==> config.mk <==
export PLATFORM = sky130hd
export DESIGN_NAME = pfa_fifo
export DESIGN_NICKNAME = d
export VERILOG_FILES = /design/src/rtl/pfa_fifo.sv
export SDC_FILE = /design/constraint.sdc
export NUM_CORES = 1
export LEC_CHECK = 0
export BUFFER_PORTS_ARGS = -buffer_cell sky130_fd_sc_hd__buf_2
export CORE_MARGIN = 2
export CORE_UTILIZATION = 44
export DETAILED_ROUTE_END_ITERATION = 6
export GPL_ROUTABILITY_DRIVEN = 0
export GPL_TIMING_DRIVEN = 1
export HOLD_SLACK_MARGIN = 0.15
export PLACE_DENSITY = 0.72
export SLEW_MARGIN = 20
export SYNTH_ARGS = -nofsm -noshare
export SYNTH_HDL_FRONTEND = slang
export SYNTH_SLANG_ARGS = --single-unit
==> constraint.sdc <==
create_clock -name clk_i -period 1.4 [get_ports clk_i]
set_input_delay 0.28 -clock clk_i [delete_from_list [all_inputs] [get_ports clk_i]]
set_output_delay 0.28 -clock clk_i [all_outputs]
set_load 0.02 [all_outputs]
==> src/rtl/pfa_fifo.sv <==
`default_nettype none
module pfa_fifo #(
  parameter int unsigned W = 8
) (
  input  wire logic         clk_i,
  input  wire logic         rst_ni,
  input  wire logic         push_i,
  input  wire logic [W-1:0] data_i,
  output logic              full_o,
  input  wire logic         pop_i,
  output logic      [W-1:0] data_o,
  output logic              empty_o
);

  logic [W-1:0] mem_q [2];
  logic         wp_q, wp_d, rp_q, rp_d;
  logic [1:0]   cnt_q, cnt_d;
  logic         do_push, do_pop;

  assign full_o  = (cnt_q == 2'd2);
  assign empty_o = (cnt_q == 2'd0);
  assign data_o  = mem_q[rp_q];
  assign do_push = push_i && !full_o;
  assign do_pop  = pop_i && !empty_o;

  always_comb begin
    wp_d  = do_push ? ~wp_q : wp_q;
    rp_d  = do_pop ? ~rp_q : rp_q;
    cnt_d = cnt_q + {1'b0, do_push} - {1'b0, do_pop};
  end

  always_ff @(posedge clk_i) begin
    if (do_push) begin
      mem_q[wp_q] <= data_i;
    end
  end

  always_ff @(posedge clk_i or negedge rst_ni) begin
    if (!rst_ni) begin
      wp_q  <= 1'b0;
      rp_q  <= 1'b0;
      cnt_q <= 2'd0;
    end else begin
      wp_q  <= wp_d;
      rp_q  <= rp_d;
      cnt_q <= cnt_d;
    end
  end

endmodule
`default_nettype wire

==> results_tabular.tex <==
\begin{tabular}{lr}
\hline
Metric & Value \\
\hline
\multicolumn{2}{l}{\textbf{Yosys}} \\
Most frequently used flop master after synthesis & edfxtp\_1 \\
Yosys cell types & 13 \\
Cell types with the highest counts after synthesis & edfxtp\_1 (16), mux2\_2 (8), dfrtp\_1 (4) \\
Post-Synthesis Net Count & 57 \\
Area fraction of the dominant cell type after synthesis & 0.6194 \\
Post-synthesis cell area & roughly 780 um\^{}2 \\
Number of flip-flops and latches in the synthesized netlist & 20 \\
Average footprint of a synthesized cell & roughly 18 um\^{}2 \\
Number of enable flip-flop cells after synthesis & 16 \\
Library cell with the highest instance count after synthesis & edfxtp\_1 \\
Async set-reset flop share out of synthesis & 0.2000 \\
Total of warnings raised by yosys & 0 \\
Gate count of the mapped netlist & 43 \\
Largest cells by area after synthesis & edfxtp\_1 (62\%), dfrtp\_1 (13\%), mux2\_2 (12\%) \\
Post-synthesis sequential area ratio & 0.7484 \\
Dominant cell type by area after synthesis & edfxtp\_1 \\
\multicolumn{2}{l}{\textbf{Run}} \\
Number of max-cap violations & 0 \\
\multicolumn{2}{l}{\textbf{Critical path}} \\
Crit path max-delay cell type & dfrtp\_2 \\
Cell repeated most along the worst path & buf\_6 \\
Category of cells accounting for the largest share of critical-path delay & flip-flops \\
Arrival time reported for the critical path endpoint & between 1000 and 1500 ps \\
Buf+Inv Stages, Crit Path & 2 \\
Worst setup path category & reg -> out \\
Origin of the critical flop-to-flop path & cnt\_q[1] \\
Data required time of the critical path & 1120 ps \\
Critical Path Max Stage Delay & approximately 390 ps \\
Ordered cell list for the critical path & buf\_6, mux2\_2, buf\_6 \\
Logic depth of the worst register-to-register path & 7 \\
Maximum fanout encountered on the critical timing path & 5 \\
Slack of the worst reg-to-reg path & -60 ps \\
RR Endpoint & cnt\_q[1] \\
CP startpoint kind & flop \\
CP Capture Type & primary output \\
\multicolumn{2}{l}{\textbf{Placement}} \\
Placement Cell Area & approximately 940 um\^{}2 \\
Final HPWL from detailed placement & a little over 800 um \\
Count of input and output buffers & 21 \\
Total instance count after detailed placement & 85 \\
\multicolumn{2}{l}{\textbf{Final layout}} \\
Final std cells w/o fill & 94 \\
Nets & 92 \\
Share of final-layout standard cells stronger than drive strength 1 & 0.7273 \\
Finished layout cell area & between 1000 and 1500 um\^{}2 \\
P\&R area growth vs syn & 49.68\% \\
Antenna diode count & 0 \\
\multicolumn{2}{l}{\textbf{STA}} \\
Worst-margin pin slew & $\sim$210 ps \\
Worst-case headroom to the max-slew limit & 0.8601 \\
Worst clock skew & 3.727 ps \\
Pins over their slew limit & 0 \\
Peak Freq & 0.6404 GHz \\
Number of hold violations in the final report & 0 \\
Final min period & between 1500 and 2000 ps \\
Final Worst Setup Slack & -161.6 ps \\
Fin crit share & 1.115 \\
Endpoints failing setup & 10 \\
RSZ-0062 raised after global routing & yes \\
\multicolumn{2}{l}{\textbf{Worst hold path}} \\
Cell count of the worst hold path & 1 \\
Startpoint of the tightest hold check path & data\_i[2] \\
Worst min path class & in -> reg \\
Worst-case hold path end point & mem\_q[0][2] \\
\multicolumn{2}{l}{\textbf{Floorplanning}} \\
Die area & around 2100 um\^{}2 \\
Top-level port count & 22 \\
Y dimension of the die & about 46 um \\
Number of rows created at floorplan & 15 \\
Starting density of the core & 0.4593 \\
Placeable core area & around 1700 um\^{}2 \\
Overall die width & between 40 and 50 um \\
\multicolumn{2}{l}{\textbf{Route}} \\
Detailed-route wire length & 1223 um \\
Post-detailed-route via-to-cell ratio & a little under 5 \\
Via count & around 460 \\
Initial DRC count & 6 \\
DRC & 0 \\
Wire length per cell after detailed routing & between 10 and 15 um \\
Residual antenna-violating net count after detailed routing & 0 \\
First-pass DRT Iterations & 2 \\
\multicolumn{2}{l}{\textbf{Clock network}} \\
Number of buffers added by the clock tree synthesis step & 3 \\
Number of sinks driven by the clock tree & 20 \\
Latest clock arrival within the worst-skew pair & $\sim$290 ps \\
CTS Root Cell & clkbuf\_4 \\
Post-CTS clock slew at the launch and capture registers of the worst setup and hold paths & 110 ps \\
Number of buffers between clock root and the deepest sink & 2 \\
H-tree levels & 1 \\
CTS tree & done \\
\multicolumn{2}{l}{\textbf{Status}} \\
Violated checks & negative setup slack \\
Result of the run & finished, violations left \\
\multicolumn{2}{l}{\textbf{Power and ir drop}} \\
LEAKAGE & 0.0004779 uW \\
Peak VDD IR & 1.851 mV \\
Power density over the cells & 2297 nW/um\^{}2 \\
\multicolumn{2}{l}{\textbf{Global route}} \\
Maximum number of pins on one net before global-route repair & 13 \\
Antenna violations before repair & 0 \\
Vias in the first global route & around 500 \\
Wire length of the first global-routing pass & between 2000 and 2500 um \\
GRT Total Usage & 0.1482 \\
Residual overflow from global routing & 0 \\
\hline
\end{tabular}
[how the worst max path moves through the flow]
stage	startpoint	to	slack, ps	depth (start not counted)
finish	rp_q	data_o[5]	-160	3
global route	rp_q	data_o[5]	-200	3
CTS	rp_q	data_o[5]	-170	3
global placement	cnt_q[0]	cnt_q[1]	-40	7
floorplan	cnt_q[0]	cnt_q[1]	-100	7
detailed placement	cnt_q[0]	cnt_q[1]	-90	7
[layout by cell type (no fill, tap or decap), drive strengths merged, types with 2 or more instances in the layout]
master / instances
edfxtp: 16
clkbuf: 3
buf: 30
nor2: 2
inv: 2
dfrtp: 4
ha: 2
mux2: 8
xnor2: 3
[metal layers]
metal	global-route usage	vias to the layer above	wire, um
met5	0	-	0
met4	0.1143	0	29
li1	-	222	-
met1	0.1821	222	505
met3	0.02381	4	43
met2	0.2306	13	644
[power breakdown]
group | total (uW) | internal, uW | switching [uW] | leakage (uW)
logic | 1270 | 708 | 561 | 0.000258
registers | 942 | 840 | 101 | 0.000192
clock network | 457 | 289 | 168 | 0.0000279
total | 2670 | 1840 | 830 | 0.000478
[final cells by class]
type                    count  area (um^2)
clock inverters             1        30.03
repair buffers             31        250.2
inverters                   2        7.507
multi-input cells          20        245.2
flip-flops and latches     20        584.3
clock buffers               3        22.52
fillers                   114        528.0
well taps                  17        21.27
[registers in the layout, indices dropped and copies added (netlist names)]
| signal | flops |
|---|---|
| mem_q | 16 |
| cnt_q | 2 |
| rp_q | 1 |
| wp_q | 1 |
[through the flow]
step / setup WS [ps] / power [uW] / setup TNS [ps] / utilization / hold slack [ps]
2_1_floorplan: -95.19 / 1494 / -95.19 / - / -15.59
3_3_place_gp: -44.65 / 1752 / -44.65 / 0.5578 / 92.78
3_5_place_dp: -93.91 / 1776 / -275.3 / 0.5578 / 92.51
4_1_cts: -174.6 / 2648 / -1428 / 0.6785 / 155.9
5_1_grt: -204.7 / 2810 / -1769 / 0.6874 / 155.5
6_report: -161.6 / 2667 / -1290 / 0.6874 / 167.2
[cell families (layout without fill, tap and decap cells)]
group                      Yosys count  after routing  share of synthesized area
xor gates and xnor gates             4              4                    0.04517
and+or+nand+nor                      6              6                    0.04195
adders and majority gates            2              2                    0.03225
DFF                                 20             20                     0.7484
muxes                                8              8                     0.1161
buffers and inverters                3             37                    0.01613
[repair_timing]
item	in CTS	in global routing
pin swaps	5	0
gates resized for setup	34	3
buffers inserted	3	1
endpoints found under the hold margin	4	0
endpoints found under the setup margin	18	18
hold buffers	1	0
(Power assumes the default switching activity.)
