File: config.mk
export PLATFORM = sky130hd
export DESIGN_NAME = pfa_front
export DESIGN_NICKNAME = d
export VERILOG_FILES = /design/src/rtl/pfa_pkg.sv /design/src/rtl/pfa_fifo.sv /design/src/rtl/pfa_front.sv
export SDC_FILE = /design/constraint.sdc
export NUM_CORES = 1
export LEC_CHECK = 0
export ABC_AREA = 1
export ABC_CLOCK_PERIOD_IN_PS = 4700
export BUFFER_PORTS_ARGS = -buffer_cell sky130_fd_sc_hd__clkbuf_2
export CORE_UTILIZATION = 45
export CTS_CLUSTER_SIZE = 28
export DETAILED_ROUTE_END_ITERATION = 8
export PLACE_DENSITY = 0.7
export SYNTH_ARGS = -nofsm -noshare
export SYNTH_HDL_FRONTEND = slang
export SYNTH_SLANG_ARGS = --single-unit
File: constraint.sdc
create_clock -name clk_i -period 4.7 [get_ports clk_i]
set_clock_uncertainty 0.2 [all_clocks]
set_input_delay 0.705 -clock clk_i [delete_from_list [all_inputs] [get_ports clk_i]]
set_output_delay 0.705 -clock clk_i [all_outputs]
set_load 0.01 [all_outputs]
File: src/rtl/pfa_pkg.sv
`default_nettype none
package pfa_pkg;

  localparam int unsigned AddrW          = 40;
  localparam int unsigned CfgPagesW      = 13;
  localparam int unsigned CfgCountW      = 2;
  localparam int unsigned Regions        = 2;
  localparam int unsigned PageBytes      = 4096;
  localparam int unsigned PageShift      = $clog2(PageBytes);
  localparam int unsigned StackDepth     = 256;
  localparam int unsigned PagesPerRegion = 4096;

  typedef enum logic [1:0] {
    OP_START = 2'd0,
    OP_ALLOC = 2'd1,
    OP_FREE  = 2'd2,
    OP_QUERY = 2'd3
  } op_e;

  typedef enum logic [2:0] {
    CFG_REGION_COUNT  = 3'd0,
    CFG_REGION0_BASE  = 3'd1,
    CFG_REGION0_PAGES = 3'd2,
    CFG_REGION1_BASE  = 3'd3,
    CFG_REGION1_PAGES = 3'd4
  } cfg_idx_e;

  typedef struct packed {
    logic [CfgCountW-1:0]              region_count;
    logic [Regions-1:0][AddrW-1:0]     base;
    logic [Regions-1:0][CfgPagesW-1:0] pages;
  } cfg_t;

  typedef struct packed {
    op_e              op;
    logic [AddrW-1:0] page;
  } cmd_t;

  typedef struct packed {
    logic [AddrW-1:0] page_address;
    logic             ok;
    logic             page_used;
  } res_t;

endpackage
`default_nettype wire

File: src/rtl/pfa_fifo.sv
`default_nettype none
module pfa_fifo #(
  parameter int unsigned W = 8
) (
  input  wire logic         clk_i,
  input  wire logic         rst_ni,
  input  wire logic         push_i,
  input  wire logic [W-1:0] data_i,
  output logic              full_o,
  input  wire logic         pop_i,
  output logic      [W-1:0] data_o,
  output logic              empty_o
);

  logic [W-1:0] mem_q [2];
  logic         wp_q, wp_d, rp_q, rp_d;
  logic [1:0]   cnt_q, cnt_d;
  logic         do_push, do_pop;

  assign full_o  = (cnt_q == 2'd2);
  assign empty_o = (cnt_q == 2'd0);
  assign data_o  = mem_q[rp_q];
  assign do_push = push_i && !full_o;
  assign do_pop  = pop_i && !empty_o;

  always_comb begin
    wp_d  = do_push ? ~wp_q : wp_q;
    rp_d  = do_pop ? ~rp_q : rp_q;
    cnt_d = cnt_q + {1'b0, do_push} - {1'b0, do_pop};
  end

  always_ff @(posedge clk_i) begin
    if (do_push) begin
      mem_q[wp_q] <= data_i;
    end
  end

  always_ff @(posedge clk_i or negedge rst_ni) begin
    if (!rst_ni) begin
      wp_q  <= 1'b0;
      rp_q  <= 1'b0;
      cnt_q <= 2'd0;
    end else begin
      wp_q  <= wp_d;
      rp_q  <= rp_d;
      cnt_q <= cnt_d;
    end
  end

endmodule
`default_nettype wire

File: src/rtl/pfa_front.sv
`default_nettype none
module pfa_front (
  input  wire logic                        clk_i,
  input  wire logic                        rst_ni,
  input  wire logic                        push_i,
  input  wire logic [1:0]                  opcode_i,
  input  wire logic [pfa_pkg::AddrW-1:0]   phys_address_i,
  input  wire logic                        hold_i,
  output logic                             full_o,
  output pfa_pkg::cmd_t                    cmd_o,
  output logic                             cmd_valid_o,
  input  wire logic                        cmd_pop_i
);

  pfa_pkg::cmd_t cmd_in;
  logic          q_full, q_empty;
  logic [$bits(pfa_pkg::cmd_t)-1:0] q_out;

  always_comb begin
    cmd_in.op   = pfa_pkg::op_e'(opcode_i);
    cmd_in.page = phys_address_i
                  & ~pfa_pkg::AddrW'(pfa_pkg::PageBytes - 1);
  end

  assign full_o      = q_full || hold_i;
  assign cmd_valid_o = !q_empty;
  assign cmd_o       = pfa_pkg::cmd_t'(q_out);

  pfa_fifo #(
    .W($bits(pfa_pkg::cmd_t))
  ) u_cmd_q (
    .clk_i  (clk_i),
    .rst_ni (rst_ni),
    .push_i (push_i && !full_o),
    .data_i (cmd_in),
    .full_o (q_full),
    .pop_i  (cmd_pop_i),
    .data_o (q_out),
    .empty_o(q_empty)
  );

endmodule
`default_nettype wire

==> impl_results.rst, run 1 <==
.. list-table::
   :header-rows: 1

   * - Metric
     - Value
   * - Distinct cells, synth
     - 12
   * - # clock sinks
     - 64
   * - Period Utilization, post-route
     - 0.5126
   * - Final nets
     - 326
   * - DR WL/cell
     - 11.58 um
   * - Num CTS Buffers
     - 9
   * - Final-report setup violation count
     - 0
   * - Per-cell via count in the routed design
     - 4.452
   * - Worst Path Class, Setup
     - register to output port
   * - Internal reg-to-reg setup slack
     - 2710 ps
   * - Std-Cell Rows
     - 26
   * - Worst-case setup slack after placement
     - 2312 ps
   * - Worst Hold Class
     - register to register
   * - H-tree level count
     - 3
   * - Power spent charging and discharging nets
     - between 500 and 600 uW
   * - Power Dens Cells
     - 578.1 mW/mm^2
   * - Worst Hold Path Cells
     - 2
   * - Worst slew slack as a fraction of its limit
     - 0.4142
   * - First-pass GRT wire length
     - 6417 um
   * - Insertion delay to the later sink of the worst-skew pair
     - 330 ps
   * - Clock Path Buffers
     - 2
   * - Combinational cell fraction of total power
     - 0.286
   * - Starting Density
     - 0.4780
   * - Worst flop-to-flop path endpoint
     - u_cmd_q.mem_q[0][14]$_DFFE_PP_
   * - Proportion of layout cells with a drive suffix above 1
     - 0.2979
   * - Number of search-and-repair iterations in the first detailed-routing pass
     - 4
   * - Worst reg2reg path startpoint
     - u_cmd_q.wp_q$_DFFE_PN0N_
   * - Cell leakage power
     - 1.425 nW
   * - Die X
     - 76.59 um
   * - Cell Count Post-Placement
     - between 300 and 400
   * - Vias after detailed routing
     - roughly 1.6k
   * - Arrival time of the worst setup path
     - ~1500 ps
   * - Pin count of the biggest net entering global routing
     - 32
   * - Residual antenna-violating net count after detailed routing
     - 0
   * - Total congestion overflow after global routing
     - 0
   * - Boundary pin count
     - between 90 and 100
   * - Post-route DRC violation count
     - 0
   * - Synthesized netlist cell count
     - 204
   * - Sequential power share
     - 0.409
   * - Fill cell count
     - 436
   * - TNS Setup
     - 0 ps
   * - Area of the die
     - 0.005866 mm^2
   * - Required time of the critical path
     - about 3800 ps
   * - Most common cell after layout, fill and taps aside
     - sky130_fd_sc_hd__nand2_1
   * - Source of the critical timing path
     - u_cmd_q.rp_q$_DFFE_PN0P_
   * - Result of the run
     - finished, final reports clean
   * - Endpoint with the worst hold slack
     - u_cmd_q.wp_q$_DFFE_PN0N_
   * - Post CTS Setup Buffer Count
     - 0
   * - Synth warn
     - 0
   * - CTS tree
     - done
   * - Total Routing Usage GR
     - 0.1509
   * - Commonest non-fill, non-tap cells in the layout
     - sky130_fd_sc_hd__nand2_1, sky130_fd_sc_hd__clkbuf_2, sky130_fd_sc_hd__edfxtp_1
   * - Worst-case setup margin in the final layout
     - 2291 ps
   * - Startpoint class of the critical path
     - register
   * - Number of flip-flops and latches in the synthesized netlist
     - 64
   * - Area delta synth->final
     - 24.19%
   * - Final hold viol count
     - 0
   * - Maximum frequency from static timing analysis
     - slightly above 400 MHz
   * - Root buffer selected by CTS
     - sky130_fd_sc_hd__clkbuf_8
   * - Kind of capture point of the worst setup path
     - output port
   * - Max-cap viol count
     - 0
   * - Total count of max-transition violations in the final report
     - 0
   * - Port Buffers
     - 66
   * - Worst-Margin Slew
     - 876.6 ps
   * - Final antenna diode count
     - 0
   * - Launch point of the worst hold path
     - u_cmd_q.wp_q$_DFFE_PN0N_
   * - Internal power
     - 1.231 mW
   * - Clock network fraction of design power
     - 0.305
   * - Net Sw Frac
     - 0.3149
   * - Worst Path Max Fanout
     - 31
   * - Initial antenna violation count
     - 0
   * - Syn avg cell area
     - 12.27 um^2
   * - Post-layout total power
     - 1.797 mW
   * - Clock input transition at the sequential cells of the worst setup and hold paths
     - 70 ps
   * - Final wirelength
     - 4075 um
   * - R2R depth
     - 4
   * - Vias in the first global route
     - 1,475
   * - Unrepaired setup endpoints after global routing
     - no
   * - Non-filler cells, final
     - ~350
   * - Cell area after technology mapping
     - 0.002504 mm^2
   * - Core Footprint
     - between 0.005 and 0.006 mm^2
   * - Die height
     - roughly 77 um
   * - Final Wtd Congestion
     - 0.7026
   * - Peak VDD IR
     - 299.5 uV
   * - Proportion of synthesized chip area in sequential cells
     - 0.7596
   * - Post-detailed-placement half-perimeter wirelength
     - 2471 um
   * - First DRT Iteration DRCs
     - 76
   * - Shortest clock period the worst path allows after layout
     - 2409 ps
[cells in the mapped netlist]
library cell / count / share of area
sky130_fd_sc_hd__nand3_1: 3 / 0.0060
sky130_fd_sc_hd__conb_1: 1 / 0.0015
sky130_fd_sc_hd__nor2_1: 1 / 0.0015
sky130_fd_sc_hd__dfrtp_1: 4 / 0.040
sky130_fd_sc_hd__buf_2: 6 / 0.012
sky130_fd_sc_hd__inv_1: 10 / 0.015
sky130_fd_sc_hd__nand2_1: 103 / 0.15
sky130_fd_sc_hd__nand4_1: 1 / 0.0025
sky130_fd_sc_hd__inv_2: 1 / 0.0015
sky130_fd_sc_hd__buf_4: 12 / 0.036
sky130_fd_sc_hd__ha_1: 2 / 0.010
sky130_fd_sc_hd__edfxtp_1: 60 / 0.72
[power by group through the flow]
stage	clock, mW	sequential, mW	combinational (mW)
after floorplan	0	0.746	0.330
after global placement	0	0.745	0.516
after detailed placement	0	0.748	0.519
after CTS	0.557	0.735	0.524
after global routing	0.577	0.742	0.581
final	0.548	0.735	0.514
[per-layer routing]
layer	wire, um	up-vias	track usage
li1	-	793	-
met3	283	10	0.05509
met1	1704	700	0.1577
met4	97	0	0.1038
met5	0	-	0
met2	1989	64	0.2523
[worst max-delay path: stages (launching register included)]
cell                       delay [ps]
sky130_fd_sc_hd__dfrtp_1          390
sky130_fd_sc_hd__inv_2            430
sky130_fd_sc_hd__nand2_1          130
sky130_fd_sc_hd__nand2_1          100
sky130_fd_sc_hd__clkbuf_2         130
[area by class of cell]
| cell class | count | area, um^2 | share of cell area |
|---|---|---|---|
| sequential | 64 | 1902 | 0.6117 |
| clock inverter | 7 | 110.1 | 0.03541 |
| multi-input combinational | 122 | 489.2 | 0.1573 |
| tap | 70 | 87.58 | 0.02817 |
| inverter | 11 | 41.29 | 0.01328 |
| timing repair buffer | 69 | 355.3 | 0.1143 |
| clock buffer | 9 | 123.9 | 0.03984 |
[through the flow]
step	utilization	hold slack (ps)	cell area [um^2]
after detailed placement	0.5471	289.2	2865
after global routing	0.5936	316.4	3109
final	0.5936	297.1	3109
after global placement	0.5471	259.5	2865
after CTS	0.5936	297.8	3109
after floorplan	-	209.4	2545
[registers in the layout, indices dropped and copies added (netlist names)]
name	count
u_cmd_q.cnt_q	2
u_cmd_q.wp_q	1
u_cmd_q.rp_q	1
u_cmd_q.mem_q	60
[worst max path at each step]
stage / end / slack (ps) / cells past startpoint
6_report: cmd_o[37] / 2290 / 4
5_1_grt: cmd_o[37] / 2180 / 4
4_1_cts: cmd_o[37] / 2260 / 4
3_5_place_dp: u_cmd_q.mem_q[0][15]$_DFFE_PP_ / 2310 / 5
3_3_place_gp: u_cmd_q.mem_q[0][9]$_DFFE_PP_ / 2330 / 5
2_1_floorplan: u_cmd_q.mem_q[1][0]$_DFFE_PP_ / 1910 / 3
[kinds of logic after synthesis]
group / synth area share
other cells: 0.001498
simple gates: 0.1644
flops: 0.7596
fa+ha+maj: 0.009993
buf+inv: 0.06447
[repair_timing]
item,in CTS,in global routing
endpoints found under the hold margin,4,0
resized for setup,0,0
hold buffers,1,0
No activity file was read; power rests on OpenSTA's default activity.
==> run 2, diff against run 1 <==
Settings changed: ABC_AREA 1 to 0, ABC_CLOCK_PERIOD_IN_PS 4700 to 2000, CORE_UTILIZATION 45 to 44, PLACE_DENSITY 0.7 to 0.71.
Clock period 4.7 ns to 2 ns, I/O delays scaled along.
==> impl_results.rst, run 2 <==
.. list-table::
   :header-rows: 1

   * - Metric
     - Value
   * - Regs by FF count
     - u_cmd_q.mem_q x60, u_cmd_q.cnt_q x2
   * - Crit path largest cell delay
     - 390 ps (-40 ps)
   * - Required time of the critical path
     - 1500 ps (-2300 ps)
   * - Number of flip-flops and latches in the synthesized netlist
     - 64 (unchanged)
   * - Pin count of the biggest net entering global routing
     - 25 (-22%)
   * - Placed cell area
     - 0.002903 mm^2 (+1.3%)
   * - TNS Setup
     - 0 ps (unchanged)
   * - Commonest non-fill, non-tap cells in the layout
     - sky130_fd_sc_hd__clkbuf_2, sky130_fd_sc_hd__edfxtp_1, sky130_fd_sc_hd__dlygate4sd3_1
   * - Cell types with the highest counts after synthesis
     - sky130_fd_sc_hd__edfxtp_1, sky130_fd_sc_hd__mux2_2, sky130_fd_sc_hd__buf_4
   * - Final hold viol count
     - 0 (unchanged)
   * - Arrival time of the worst setup path
     - 1410 ps (-90 ps)
   * - Starting Density
     - 0.4543 (-0.02375)
   * - # clock sinks
     - 64 (unchanged)
   * - Cells along the critical path
     - buf_12 > mux2_2 > clkbuf_2
   * - Count of flip-flops with a built-in enable after synthesis
     - 60 (unchanged)
   * - Post CTS Setup Buffer Count
     - 0 (unchanged)
   * - Core Footprint
     - 0.005473 mm^2 (+4.5%)
   * - Synth warn
     - 0 (unchanged)
   * - Num CTS Buffers
     - 9 (unchanged)
   * - Residual antenna-violating net count after detailed routing
     - 0 (unchanged)
   * - Fill cell count
     - 439 (+0.69%)
   * - Cell leakage power
     - 1.343 nW (-5.7%)
   * - Number of flip-flops in the largest register
     - 60 (unchanged)
   * - Initial antenna violation count
     - 0 (unchanged)
   * - DR WL/cell
     - 13.15 um (+14%)
   * - Area of the die
     - 0.005955 mm^2 (+1.5%)
   * - Final Wtd Congestion
     - 0.6718 (-4.4%)
   * - Worst Hold Class
     - primary input to register
   * - First DRT Iteration DRCs
     - 53 (-30%)
   * - Total Routing Usage GR
     - 0.1456 (-0.005221)
   * - Insertion delay to the later sink of the worst-skew pair
     - 320 ps (about the same)
   * - Worst Path Class, Setup
     - register to output port
   * - Unrepaired setup endpoints after global routing
     - no
   * - H-tree level count
     - 3 (unchanged)
   * - Startpoint class of the critical path
     - register
   * - Root buffer selected by CTS
     - sky130_fd_sc_hd__clkbuf_8
   * - Die height
     - 77.17 um (+0.76%)
   * - Total count of max-transition violations in the final report
     - 0 (unchanged)
   * - Result of the run
     - finished, final reports clean
   * - Share of flip-flops with an asynchronous set or reset
     - 0.06250 (unchanged)
   * - Cell type contributing the most total cell area after synthesis
     - sky130_fd_sc_hd__edfxtp_1
   * - Final nets
     - 285 (-13%)
   * - Sequential power share
     - 0.458 (+0.049)
   * - Gate family responsible for the most delay along the worst path
     - flip-flops
   * - Internal reg-to-reg setup slack
     - 110 ps (-2600 ps)
   * - CTS tree
     - done
   * - WP buf/inv
     - 2 (unchanged)
   * - Port Buffers
     - 66 (unchanged)
   * - Portion of synthesized cell area occupied by the leading cell type
     - 0.7247 (+0.005070)
   * - Vias after detailed routing
     - 1,387 (-11%)
   * - Power spent charging and discharging nets
     - 1.092 mW (+93%)
   * - Multi-input gate area in the final layout
     - 499.2 um^2 (+2.0%)
   * - Post-detailed-placement half-perimeter wirelength
     - 2576 um (+4.2%)
   * - Number of search-and-repair iterations in the first detailed-routing pass
     - 4 (unchanged)
   * - Combinational cell fraction of total power
     - 0.314 (+0.028)
   * - Maximum frequency from static timing analysis
     - 523.4 MHz
   * - Most flop-heavy register
     - u_cmd_q.mem_q
   * - Dominant cells by area after synthesis
     - sky130_fd_sc_hd__edfxtp_1, sky130_fd_sc_hd__mux2_2, sky130_fd_sc_hd__dfrtp_1
   * - Period Utilization, post-route
     - 0.9553
   * - First-pass GRT wire length
     - 6368 um (-0.76%)
   * - Std-Cell Rows
     - 27 (+3.8%)
   * - Peak VDD IR
     - 597.8 uV (+100%)
   * - Final cell area excluding filler cells
     - 0.003367 mm^2 (+8.3%)
   * - Most common cell after layout, fill and taps aside
     - sky130_fd_sc_hd__clkbuf_2
   * - Crit path max-delay cell type
     - sky130_fd_sc_hd__dfrtp_1
   * - Total congestion overflow after global routing
     - 0 (unchanged)
   * - Predominant post-synthesis flop cell
     - sky130_fd_sc_hd__edfxtp_1
   * - Fin Hold WS
     - 70.39 ps (-226.7 ps)
   * - Net Sw Frac
     - 0.2851 (-0.02979)
   * - Final-report setup violation count
     - 0 (unchanged)
   * - Final antenna diode count
     - 0 (unchanged)
   * - Clock network fraction of design power
     - 0.228 (-0.077)
   * - Area delta synth->final
     - 35.43%
   * - Worst Path Max Fanout
     - 24 (-23%)
   * - Area occupied by registers
     - 0.001902 mm^2 (unchanged)
   * - Post-CTS Resized
     - 0 (unchanged)
   * - Proportion of synthesized chip area in sequential cells
     - 0.7650 (+0.005352)
   * - Clock Path Buffers
     - 2 (unchanged)
   * - Synthesized netlist cell count
     - 126 (-38%)
   * - Kind of capture point of the worst setup path
     - output port
   * - Die X
     - 77.17 um (+0.76%)
   * - Shortest clock period the worst path allows after layout
     - 1911 ps
   * - Post-route DRC violation count
     - 0 (unchanged)
   * - Cell area after technology mapping
     - 0.002486 mm^2 (-0.70%)
   * - Syn avg cell area
     - 19.73 um^2 (+61%)
   * - Boundary pin count
     - 91 (unchanged)
   * - Vias in the first global route
     - 1,399 (-5.2%)
   * - Distinct cells, synth
     - 16 (+4)
   * - Proportion of layout cells with a drive suffix above 1
     - 0.4896 (+0.1918)
   * - Clock input transition at the sequential cells of the worst setup and hold paths
     - 60 ps (about the same)
   * - Per-cell via count in the routed design
     - 4.431 (-0.46%)
   * - Power Dens Cells
     - 1137 mW/mm^2 (+97%)
   * - Final wirelength
     - 4115 um (+0.98%)
   * - Internal power
     - 2.737 mW (+120%)
   * - Max-cap viol count
     - 0 (unchanged)
   * - Most common cell in the netlist
     - sky130_fd_sc_hd__edfxtp_1
run 2: final timing paths:
check / from / end / cells after the start
worst max-delay path: u_cmd_q.rp_q$_DFFE_PN0P_ / cmd_o[28] / 3
worst min-delay path: cmd_pop_i / u_cmd_q.rp_q$_DFFE_PN0P_ / 3
worst max register to register: u_cmd_q.cnt_q[1]$_DFF_PN0_ / u_cmd_q.cnt_q[1]$_DFF_PN0_ / 7
worst min register to register: u_cmd_q.cnt_q[1]$_DFF_PN0_ / u_cmd_q.cnt_q[1]$_DFF_PN0_ / 1
max in group asynchronous: rst_ni / u_cmd_q.cnt_q[1]$_DFF_PN0_ / 2
min in group asynchronous: rst_ni / u_cmd_q.cnt_q[0]$_DFF_PN0_ / 2
run 2: kinds of logic after synthesis:
| kind of cell | Yosys count | synth area share |
|---|---|---|
| XOR/XNOR | 4 | 0.01409 |
| adder cells (fa/ha/maj) | 2 | 0.01006 |
| buffers and inverters | 18 | 0.05435 |
| flip-flops | 64 | 0.7650 |
| multiplexers | 30 | 0.1359 |
| other | 1 | 0.001508 |
| AND/OR/NAND/NOR | 7 | 0.01913 |
run 2: worst min-delay path, cell delays in order:
cell and delay (ps):
sky130_fd_sc_hd__clkbuf_2 80, sky130_fd_sc_hd__and2_4 130, sky130_fd_sc_hd__xor2_1 50
run 2: repair_timing:
| action | CTS | global route |
|---|---|---|
| endpoints found under the setup margin | 0 | 0 |
| hold endpoints to repair | 64 | 0 |
| hold buffers | 31 | 0 |
run 2: stage by stage:
stage                     worst slack, ps    util  cells  power, mW
after floorplan                     158.8       -    137      2.556
after global placement              149.4  0.5304    266      2.928
after detailed placement            117.5  0.5304    266      2.952
after CTS                           73.14  0.6152    313      3.882
after global routing                22.90  0.6152    313      4.026
final                               89.35  0.6152    313      3.829
run 2: layout make-up:
cell class,instances,area share
Inverter,3,0.003344
Timing Repair Buffer,103,0.2111
Clock buffer,10,0.03790
Tap cell,72,0.02676
Sequential cell,64,0.5648
Clock inverter,6,0.007804
Multi-Input combinational cell,55,0.1483
run 2: layer usage:
layer | up-vias | wire [um] | track usage
met5 | - | 0 | 0
met1 | 663 | 1729 | 0.1641
met2 | 47 | 2094 | 0.2442
met4 | 0 | 53 | 0.05660
li1 | 669 | - | -
met3 | 8 | 237 | 0.06071
run 2: power by group through the flow:
stage | sequential (mW) | clock, mW | combinational [mW]
2_1_floorplan | 1.77 | 0 | 0.788
3_3_place_gp | 1.77 | 0 | 1.16
3_5_place_dp | 1.78 | 0 | 1.17
4_1_cts | 1.75 | 0.903 | 1.22
5_1_grt | 1.77 | 0.954 | 1.30
6_report | 1.75 | 0.875 | 1.20
